**src/rtl/hsl2rgb_pkg.sv**
```systemverilog
`default_nettype none
package hsl2rgb_pkg;

  // full-scale channel value
  localparam logic [7:0] FULL_SCALE = 8'hFF;

  // hue sector, named by the two primaries it lies between
  typedef enum logic [2:0] {
    SEC_RED_YEL = 3'd0,
    SEC_YEL_GRN = 3'd1,
    SEC_GRN_CYN = 3'd2,
    SEC_CYN_BLU = 3'd3,
    SEC_BLU_MAG = 3'd4,
    SEC_MAG_RED = 3'd5
  } sector_t;

endpackage
`default_nettype wire

```
**src/rtl/hsl2rgb_in_if.sv**
```systemverilog
`default_nettype none
interface hsl2rgb_in_if #(
  parameter int FRAC_BITS = 16
);
  logic                 valid;
  logic                 ready;
  logic [FRAC_BITS-1:0] hue;
  logic [FRAC_BITS:0]   saturation;
  logic [FRAC_BITS:0]   lightness;

  modport source (output valid, output hue, output saturation, output lightness,
                  input ready);
  modport sink (input valid, input hue, input saturation, input lightness,
                output ready);
endinterface
`default_nettype wire

```
**src/rtl/hsl2rgb_out_if.sv**
```systemverilog
`default_nettype none
interface hsl2rgb_out_if;
  logic       valid;
  logic       ready;
  logic [7:0] red;
  logic [7:0] green;
  logic [7:0] blue;

  modport source (output valid, output red, output green, output blue, input ready);
  modport sink (input valid, input red, input green, input blue, output ready);
endinterface
`default_nettype wire

```
**src/rtl/hsl_to_rgb_converter_top.sv**
```systemverilog
`default_nettype none
// HSL to RGB converter. Takes one color per clock as hue (fraction of a turn),
// saturation and lightness (FRAC_BITS fraction bits, values above 1.0 clamp to
// 1.0) and returns 8-bit red, green and blue, rounded half up and saturated.
// The datapath is a five-stage pipeline: input clamp and sector split, chroma
// multiply, secondary multiply and offset, channel placement and sum, and the
// final scale to 255. Items enter and leave at one per clock while the output
// is ready. Each stage holds its own valid bit and loads when it is empty or
// the stage after it moves, so a stall on the output fills bubbles before it
// stops the input.
module hsl_to_rgb_converter_top #(
  parameter int FRAC_BITS = 16
) (
  input  wire logic   clk,
  input  wire logic   rst_n,
  hsl2rgb_in_if.sink  in_ch,
  hsl2rgb_out_if.source out_ch
);
  import hsl2rgb_pkg::*;

  localparam int F  = FRAC_BITS;
  localparam int VW = 2 * F + 2;
  localparam logic [F:0]      ONE      = (F + 1)'(1) << F;
  localparam logic [F+1:0]    TWO_ONE  = (F + 2)'(1) << (F + 1);
  localparam logic [2*F+1:0]  HALF_C   = (2 * F + 2)'(1) << (F - 1);
  localparam logic [VW+8:0]   HALF_OUT = (VW + 9)'(1) << (2 * F - 1);

  // scale to 255 with round half up, saturate
  function automatic logic [7:0] to_byte(input logic [VW-1:0] v);
    logic [VW+8:0]        sc;
    logic [VW+8-2*F:0]    q;
    sc = {1'b0, v, 8'd0} - {9'd0, v} + HALF_OUT;
    q  = sc[VW+8:2*F];
    return (q > (VW + 9 - 2 * F)'(FULL_SCALE)) ? FULL_SCALE : q[7:0];
  endfunction

  // per-stage valid and load enables
  logic [4:0] v_r;
  logic [4:0] en;

  always_comb begin
    en[4] = !v_r[4] || out_ch.ready;
    for (int k = 3; k >= 0; k--) begin
      en[k] = !v_r[k] || en[k+1];
    end
  end

  assign in_ch.ready = en[0];

  always_ff @(posedge clk) begin
    if (!rst_n) begin
      v_r <= '0;
    end else begin
      if (en[0]) v_r[0] <= in_ch.valid;
      for (int k = 1; k < 5; k++) begin
        if (en[k]) v_r[k] <= v_r[k-1];
      end
    end
  end

  // stage 0: clamp, hue times six, tent of lightness
  logic [F:0]   sat_c;
  logic [F:0]   lig_c;
  logic [F+2:0] h6;
  logic [F+1:0] two_l;
  logic [F+1:0] t_w;

  always_comb begin
    sat_c = (in_ch.saturation > ONE) ? ONE : in_ch.saturation;
    lig_c = (in_ch.lightness > ONE) ? ONE : in_ch.lightness;
    h6    = {1'b0, in_ch.hue, 2'b00} + {2'b00, in_ch.hue, 1'b0};
    two_l = {lig_c, 1'b0};
    t_w   = (two_l >= {1'b0, ONE}) ? TWO_ONE - two_l : two_l;
  end

  sector_t      s1_sector_r;
  logic [F-1:0] s1_frac_r;
  logic [F:0]   s1_t_r;
  logic [F:0]   s1_sat_r;
  logic [F:0]   s1_lig_r;

  always_ff @(posedge clk) begin
    if (en[0] && in_ch.valid) begin
      s1_sector_r <= sector_t'(h6[F+2:F]);
      s1_frac_r   <= h6[F-1:0];
      s1_t_r      <= t_w[F:0];
      s1_sat_r    <= sat_c;
      s1_lig_r    <= lig_c;
    end
  end

  // stage 1: chroma, rounded to F fraction bits, and sector weight
  logic [2*F+1:0] ts_prod;
  logic [2*F+1:0] c_full;
  logic [F:0]     w_nxt;

  always_comb begin
    ts_prod = s1_t_r * s1_sat_r;
    c_full  = (ts_prod + HALF_C) >> F;
    w_nxt   = s1_sector_r[0] ? ONE - {1'b0, s1_frac_r} : {1'b0, s1_frac_r};
  end

  sector_t    s2_sector_r;
  logic [F:0] s2_c_r;
  logic [F:0] s2_w_r;
  logic [F:0] s2_lig_r;

  always_ff @(posedge clk) begin
    if (en[1] && v_r[0]) begin
      s2_sector_r <= s1_sector_r;
      s2_c_r      <= c_full[F:0];
      s2_w_r      <= w_nxt;
      s2_lig_r    <= s1_lig_r;
    end
  end

  // stage 2: secondary component and offset m, clamped at zero
  logic [2*F+1:0] xw_full;
  logic [2*F:0]   lw;
  logic [2*F:0]   halfc;
  logic [2*F:0]   m_nxt;

  always_comb begin
    xw_full = s2_c_r * s2_w_r;
    lw      = {s2_lig_r, F'(0)};
    halfc   = {1'b0, s2_c_r, (F - 1)'(0)};
    m_nxt   = (lw > halfc) ? lw - halfc : '0;
  end

  sector_t      s3_sector_r;
  logic [2*F:0] s3_xw_r;
  logic [2*F:0] s3_cw_r;
  logic [2*F:0] s3_m_r;

  always_ff @(posedge clk) begin
    if (en[2] && v_r[1]) begin
      s3_sector_r <= s2_sector_r;
      s3_xw_r     <= xw_full[2*F:0];
      s3_cw_r     <= {s2_c_r, F'(0)};
      s3_m_r      <= m_nxt;
    end
  end

  // stage 3: place chroma and secondary by sector, add offset
  logic [2*F:0]  r_pl, g_pl, b_pl;
  logic [VW-1:0] r_sum, g_sum, b_sum;

  always_comb begin
    r_pl = '0;
    g_pl = '0;
    b_pl = '0;
    unique case (s3_sector_r)
      SEC_RED_YEL: begin r_pl = s3_cw_r; g_pl = s3_xw_r; end
      SEC_YEL_GRN: begin r_pl = s3_xw_r; g_pl = s3_cw_r; end
      SEC_GRN_CYN: begin g_pl = s3_cw_r; b_pl = s3_xw_r; end
      SEC_CYN_BLU: begin g_pl = s3_xw_r; b_pl = s3_cw_r; end
      SEC_BLU_MAG: begin r_pl = s3_xw_r; b_pl = s3_cw_r; end
      default:     begin r_pl = s3_cw_r; b_pl = s3_xw_r; end
    endcase
    r_sum = {1'b0, r_pl} + {1'b0, s3_m_r};
    g_sum = {1'b0, g_pl} + {1'b0, s3_m_r};
    b_sum = {1'b0, b_pl} + {1'b0, s3_m_r};
  end

  logic [VW-1:0] s4_r_r, s4_g_r, s4_b_r;

  always_ff @(posedge clk) begin
    if (en[3] && v_r[2]) begin
      s4_r_r <= r_sum;
      s4_g_r <= g_sum;
      s4_b_r <= b_sum;
    end
  end

  // stage 4: scale to bytes into the output register
  logic [7:0] red_r, green_r, blue_r;

  always_ff @(posedge clk) begin
    if (en[4] && v_r[3]) begin
      red_r   <= to_byte(s4_r_r);
      green_r <= to_byte(s4_g_r);
      blue_r  <= to_byte(s4_b_r);
    end
  end

  assign out_ch.valid = v_r[4];
  assign out_ch.red   = red_r;
  assign out_ch.green = green_r;
  assign out_ch.blue  = blue_r;

  // checks
  a_ready_when_drained: assert property (@(posedge clk) disable iff (!rst_n)
    out_ch.ready |-> in_ch.ready)
    else $error("input stalled while output side is ready");

  a_chroma_range: assert property (@(posedge clk) disable iff (!rst_n)
    v_r[1] |-> (s2_c_r <= ONE))
    else $error("chroma above one");

  a_weight_range: assert property (@(posedge clk) disable iff (!rst_n)
    v_r[1] |-> (s2_w_r <= ONE))
    else $error("sector weight above one");

  a_stage_advance: assert property (@(posedge clk) disable iff (!rst_n)
    (v_r[3] && en[4]) |=> v_r[4])
    else $error("item lost between last two stages");

endmodule
`default_nettype wire

```
**src/flat_wrapper.sv**
```systemverilog
// flat-port wrapper written by rule: the top's interface ports become plain ports
module hsl_to_rgb_converter_top_flat import hsl2rgb_pkg::*;
#(
  parameter int FRAC_BITS = 16
)
  (clk, rst_n, in_ch_valid, in_ch_hue, in_ch_saturation, in_ch_lightness, in_ch_ready, out_ch_valid, out_ch_red, out_ch_green, out_ch_blue, out_ch_ready);
  hsl2rgb_in_if #(.FRAC_BITS(FRAC_BITS)) in_ch_i ();
  hsl2rgb_out_if out_ch_i ();
  input  wire logic clk;
  input  wire logic rst_n;
  input wire logic [$bits(in_ch_i.valid)-1:0] in_ch_valid;
  input wire logic [$bits(in_ch_i.hue)-1:0] in_ch_hue;
  input wire logic [$bits(in_ch_i.saturation)-1:0] in_ch_saturation;
  input wire logic [$bits(in_ch_i.lightness)-1:0] in_ch_lightness;
  output wire logic [$bits(in_ch_i.ready)-1:0] in_ch_ready;
  output wire logic [$bits(out_ch_i.valid)-1:0] out_ch_valid;
  output wire logic [$bits(out_ch_i.red)-1:0] out_ch_red;
  output wire logic [$bits(out_ch_i.green)-1:0] out_ch_green;
  output wire logic [$bits(out_ch_i.blue)-1:0] out_ch_blue;
  input wire logic [$bits(out_ch_i.ready)-1:0] out_ch_ready;
  assign in_ch_i.valid = in_ch_valid;
  assign in_ch_i.hue = in_ch_hue;
  assign in_ch_i.saturation = in_ch_saturation;
  assign in_ch_i.lightness = in_ch_lightness;
  assign in_ch_ready = in_ch_i.ready;
  assign out_ch_valid = out_ch_i.valid;
  assign out_ch_red = out_ch_i.red;
  assign out_ch_green = out_ch_i.green;
  assign out_ch_blue = out_ch_i.blue;
  assign out_ch_i.ready = out_ch_ready;
  hsl_to_rgb_converter_top #(.FRAC_BITS(FRAC_BITS)) u_core (.clk(clk), .rst_n(rst_n), .in_ch(in_ch_i), .out_ch(out_ch_i));
endmodule
```
**config.mk**
```make
export PLATFORM = sky130hd
export DESIGN_NAME = hsl_to_rgb_converter_top_flat
export DESIGN_NICKNAME = d
export VERILOG_FILES = /design/src/rtl/hsl2rgb_pkg.sv /design/src/rtl/hsl2rgb_in_if.sv /design/src/rtl/hsl2rgb_out_if.sv /design/src/rtl/hsl_to_rgb_converter_top.sv /design/src/flat_wrapper.sv
export SDC_FILE = /design/constraint.sdc
export NUM_CORES = 2
export LEC_CHECK = 0
export BUFFER_PORTS_ARGS = -buffer_cell sky130_fd_sc_hd__buf_2
export CAP_MARGIN = 20
export CORE_UTILIZATION = 50
export DETAILED_ROUTE_END_ITERATION = 7
export MAX_ROUTING_LAYER = met4
export PLACE_DENSITY = 0.66
export SLEW_MARGIN = 5
export SYNTH_ARGS = -nofsm -noshare
export SYNTH_HDL_FRONTEND = slang
export SYNTH_SLANG_ARGS = --single-unit
```
**constraint.sdc**
```tcl
create_clock -name clk -period 12.65 [get_ports clk]
set_input_delay 1.8975 -clock clk [delete_from_list [all_inputs] [get_ports clk]]
set_output_delay 1.8975 -clock clk [all_outputs]
set_load 0.05 [all_outputs]
```
==> results.py <==
metrics = {
    "placement": {
        "place_congestion": 0.896,
        "io_buffer_count": 79,
        "dp_hpwl_mm": 64.6,
    },
    "global_routing": {
        "grt_max_degree": 83,
        "grt_remaining_overflow": 0,
        "grt_antenna_before_repair": 0,
        "grt_pass1_vias": 24880,
        "grt_pass1_wl_mm": 133,
        "grtUsageTotal": 0.237,
    },
    "setup_path": {
        "r2r_start": "u_core.s2_c_r[7]",
        "start_kind": "flop",
        "r2r_cells": 20,
        "end_kind": "flop",
        "critPathKind": "flop to flop",
        "worstPathMaxFanout": 18,
        "rrSetupSlack_ns": 5.50,
        "cp.required_ns": 12.96,
        "arrival_ns": 7.46,
        "timing.rr.end": "u_core.s3_xw_r[31]",
    },
    "synth": {
        "ys_seq_elements": 318,
        "synth_compound_area_frac": 0.0823,
        "async_reset_ff_frac": 0,
        "synthSimpleGateAreaFrac": 0.143,
        "synth_nets": 4539,
        "syn_area_um2": 36400,
        "synth_top_area_cell": "edfxtp_1",
        "synth_top_family_by_area": "adder cells",
        "synth.distinct_cells": 74,
        "synthAdderAreaFrac": 0.398,
        "synth_mux_area_frac": 0.00117,
        "synth.area.top_cells": "edfxtp_1 26%, fa_1 23%, ha_1 17%",
        "synth_xor_area_frac": 0.0376,
        "synth_edf_count": 313,
        "yosysTopAreaCellShare": 0.258,
        "synth_cells": 3580,
        "syn_area_per_cell_um2": 10.2,
        "ys.flop_type": "edfxtp_1",
        "yosysWarnings": 0,
        "yosysSeqAreaShare": 0.261,
    },
    "route": {
        "drtAntennaViolNets": 0,
        "dr.pass1.iters": 5,
        "drt_iter0_markers": 1413,
        "routed_via_density": 5.31,
        "totalWireLength_mm": 81.8,
        "routedWlPerCell_um": 17.8,
        "vias": 24456,
        "drc": 0,
    },
    "timing": {
        "relSlewSlack": 0.296,
        "worst_pin_slew_ns": 1.06,
        "setup_viol": 0,
        "skew_ns": 0.0133,
        "rsz0062_at_grt": "false",
        "finalHoldViolations": 0,
        "tns_ns": 0,
        "drv_slew": 0,
        "fmax_mhz": 140,
        "fin_crit_sh": 0.566,
        "fin_crit_ns": 7.15,
    },
    "status": {
        "status": "finished clean",
    },
    "cts": {
        "cts_max_level": 2,
        "cts_resized": 0,
        "cts_tree": "done",
        "cts_hold_buf": 0,
        "max-clock-path-buffers": 3,
        "cts_made_buffers": 38,
        "cts_root_buf": "clkbuf_16",
        "cts_setup_buffers": 0,
        "clk_pin_slew_ns": 0.06,
        "numClockSinks": 318,
        "clk_latency_ns": 0.57,
    },
    "die": {
        "die_height_um": 272,
        "core_area_um2": 71700,
        "die_w_um": 272,
        "rows": 98,
        "die-area_um2": 73800,
        "ioPinCount": 80,
        "start_util": 0.507,
    },
    "flow_run": {
        "max_cap_violations": 0,
    },
    "final_layout": {
        "n_fill_cell": 6344,
        "drive_gt1_frac": 0.0520,
        "final_common_cell": "inv_1",
        "diodes": 0,
        "nets": 4584,
        "layout_common_cells": "646 x inv_1, 485 x ha_1, 420 x fa_1",
        "syn_to_final_growth_pct": 7.39,
    },
    "min_path": {
        "holdPathStages": 0,
        "holdCritPathClass": "flop to flop",
        "hold_path_end": "u_core.s2_lig_r[11]",
        "min-delay-start": "u_core.s1_lig_r[11]",
    },
}
how the worst max path moves through the flow:
stage | start | endpoint | depth (start not counted)
2_1_floorplan | out_ch_ready | u_core.s4_b_r[10] | 2
3_3_place_gp | u_core.s1_t_r[15] | u_core.s2_c_r[16] | 22
3_5_place_dp | u_core.s1_t_r[15] | u_core.s2_c_r[16] | 22
4_1_cts | u_core.s1_t_r[15] | u_core.s2_c_r[16] | 22
5_1_grt | u_core.s1_t_r[15] | u_core.s2_c_r[16] | 22
6_report | u_core.s2_c_r[7] | u_core.s3_xw_r[31] | 20
state kept, by name, summed over array words and instances (netlist names), 18 cells and up:
register        count
u_core.s4_b_r      33
u_core.s4_g_r      33
u_core.s4_r_r      33
u_core.s3_xw_r     32
u_core.s3_m_r      18
critical path, stage by stage (launching register included):
cell and delay, ns:
edfxtp_1 1.04, nand2_1 0.21, fa_1 0.59, inv_1 0.06, fa_1 0.56, fa_1 0.44, fa_1 0.41, fa_1 0.53
inv_1 0.06, fa_1 0.48, inv_1 0.04, ha_1 0.35, a21o_1 0.22, a21o_1 0.19, nor4_1 0.18, a21oi_1 0.17
a41o_1 0.34, a221o_1 0.40, a211o_1 0.30, a21oi_1 0.18, xnor2_1 0.11
layout make-up:
class	instances	area (µm²)	share of cell area
Clock buffer	44	995	0.0255
Clock inverter	24	259	0.00663
Inverter	646	2420	0.0621
Multi-Input combinational cell	2522	24100	0.618
Sequential cell	318	9500	0.243
Tap cell	950	1190	0.0304
Timing Repair Buffer	99	546	0.0140
Yosys cell counts (6+ instances only):
cell / instances
inv_1: 646
ha_1: 485
fa_1: 420
nand2_1: 341
and2_1: 326
edfxtp_1: 313
nor2_1: 117
xnor2_1: 115
a21oi_1: 104
clkbuf_1: 91
o21ai_0: 65
nor2b_1: 60
a21o_1: 52
a22o_1: 51
xor2_1: 41
nor3_1: 38
nand3_1: 33
nand2b_1: 30
o21a_1: 26
a31oi_1: 16
and3_1: 16
a211oi_1: 15
o21bai_1: 15
or3_1: 14
a21boi_0: 13
o21ai_1: 12
or2_2: 10
nor4_1: 9
o31ai_1: 9
nand4_1: 7
a211o_1: 6
stage by stage:
stage	worst slack (ns)	hold WS (ns)	instances	util	cell area (µm²)
2_1_floorplan	2.79	0.400	3580	-	36400
3_3_place_gp	5.64	0.403	4535	0.527	37800
3_5_place_dp	5.55	0.405	4535	0.527	37800
4_1_cts	5.52	0.400	4603	0.544	39000
5_1_grt	5.18	0.413	4603	0.544	39000
6_report	5.50	0.415	4603	0.544	39000
kinds of logic after synthesis:
logic type               count (synthesis)
AND/OR/NAND/NOR                       1021
adder cells (fa/ha/maj)                905
buffers and inverters                  740
AO/OA/AOI/OAI                          436
flip-flops                             318
XOR/XNOR                               156
multiplexers                             4
metal layers:
metal | wire [µm] | global-route usage | up-vias
met1 | 37300 | 0.317 | 11965
met3 | 4390 | 0.0335 | 133
met2 | 37700 | 0.375 | 590
li1 | - | - | 11768
met5 | 0 | - | -
met4 | 2360 | 0.0707 | 0
Power is not shown: default switching activity piles up to over one toggle a cycle in this logic, so the estimate is an artifact.
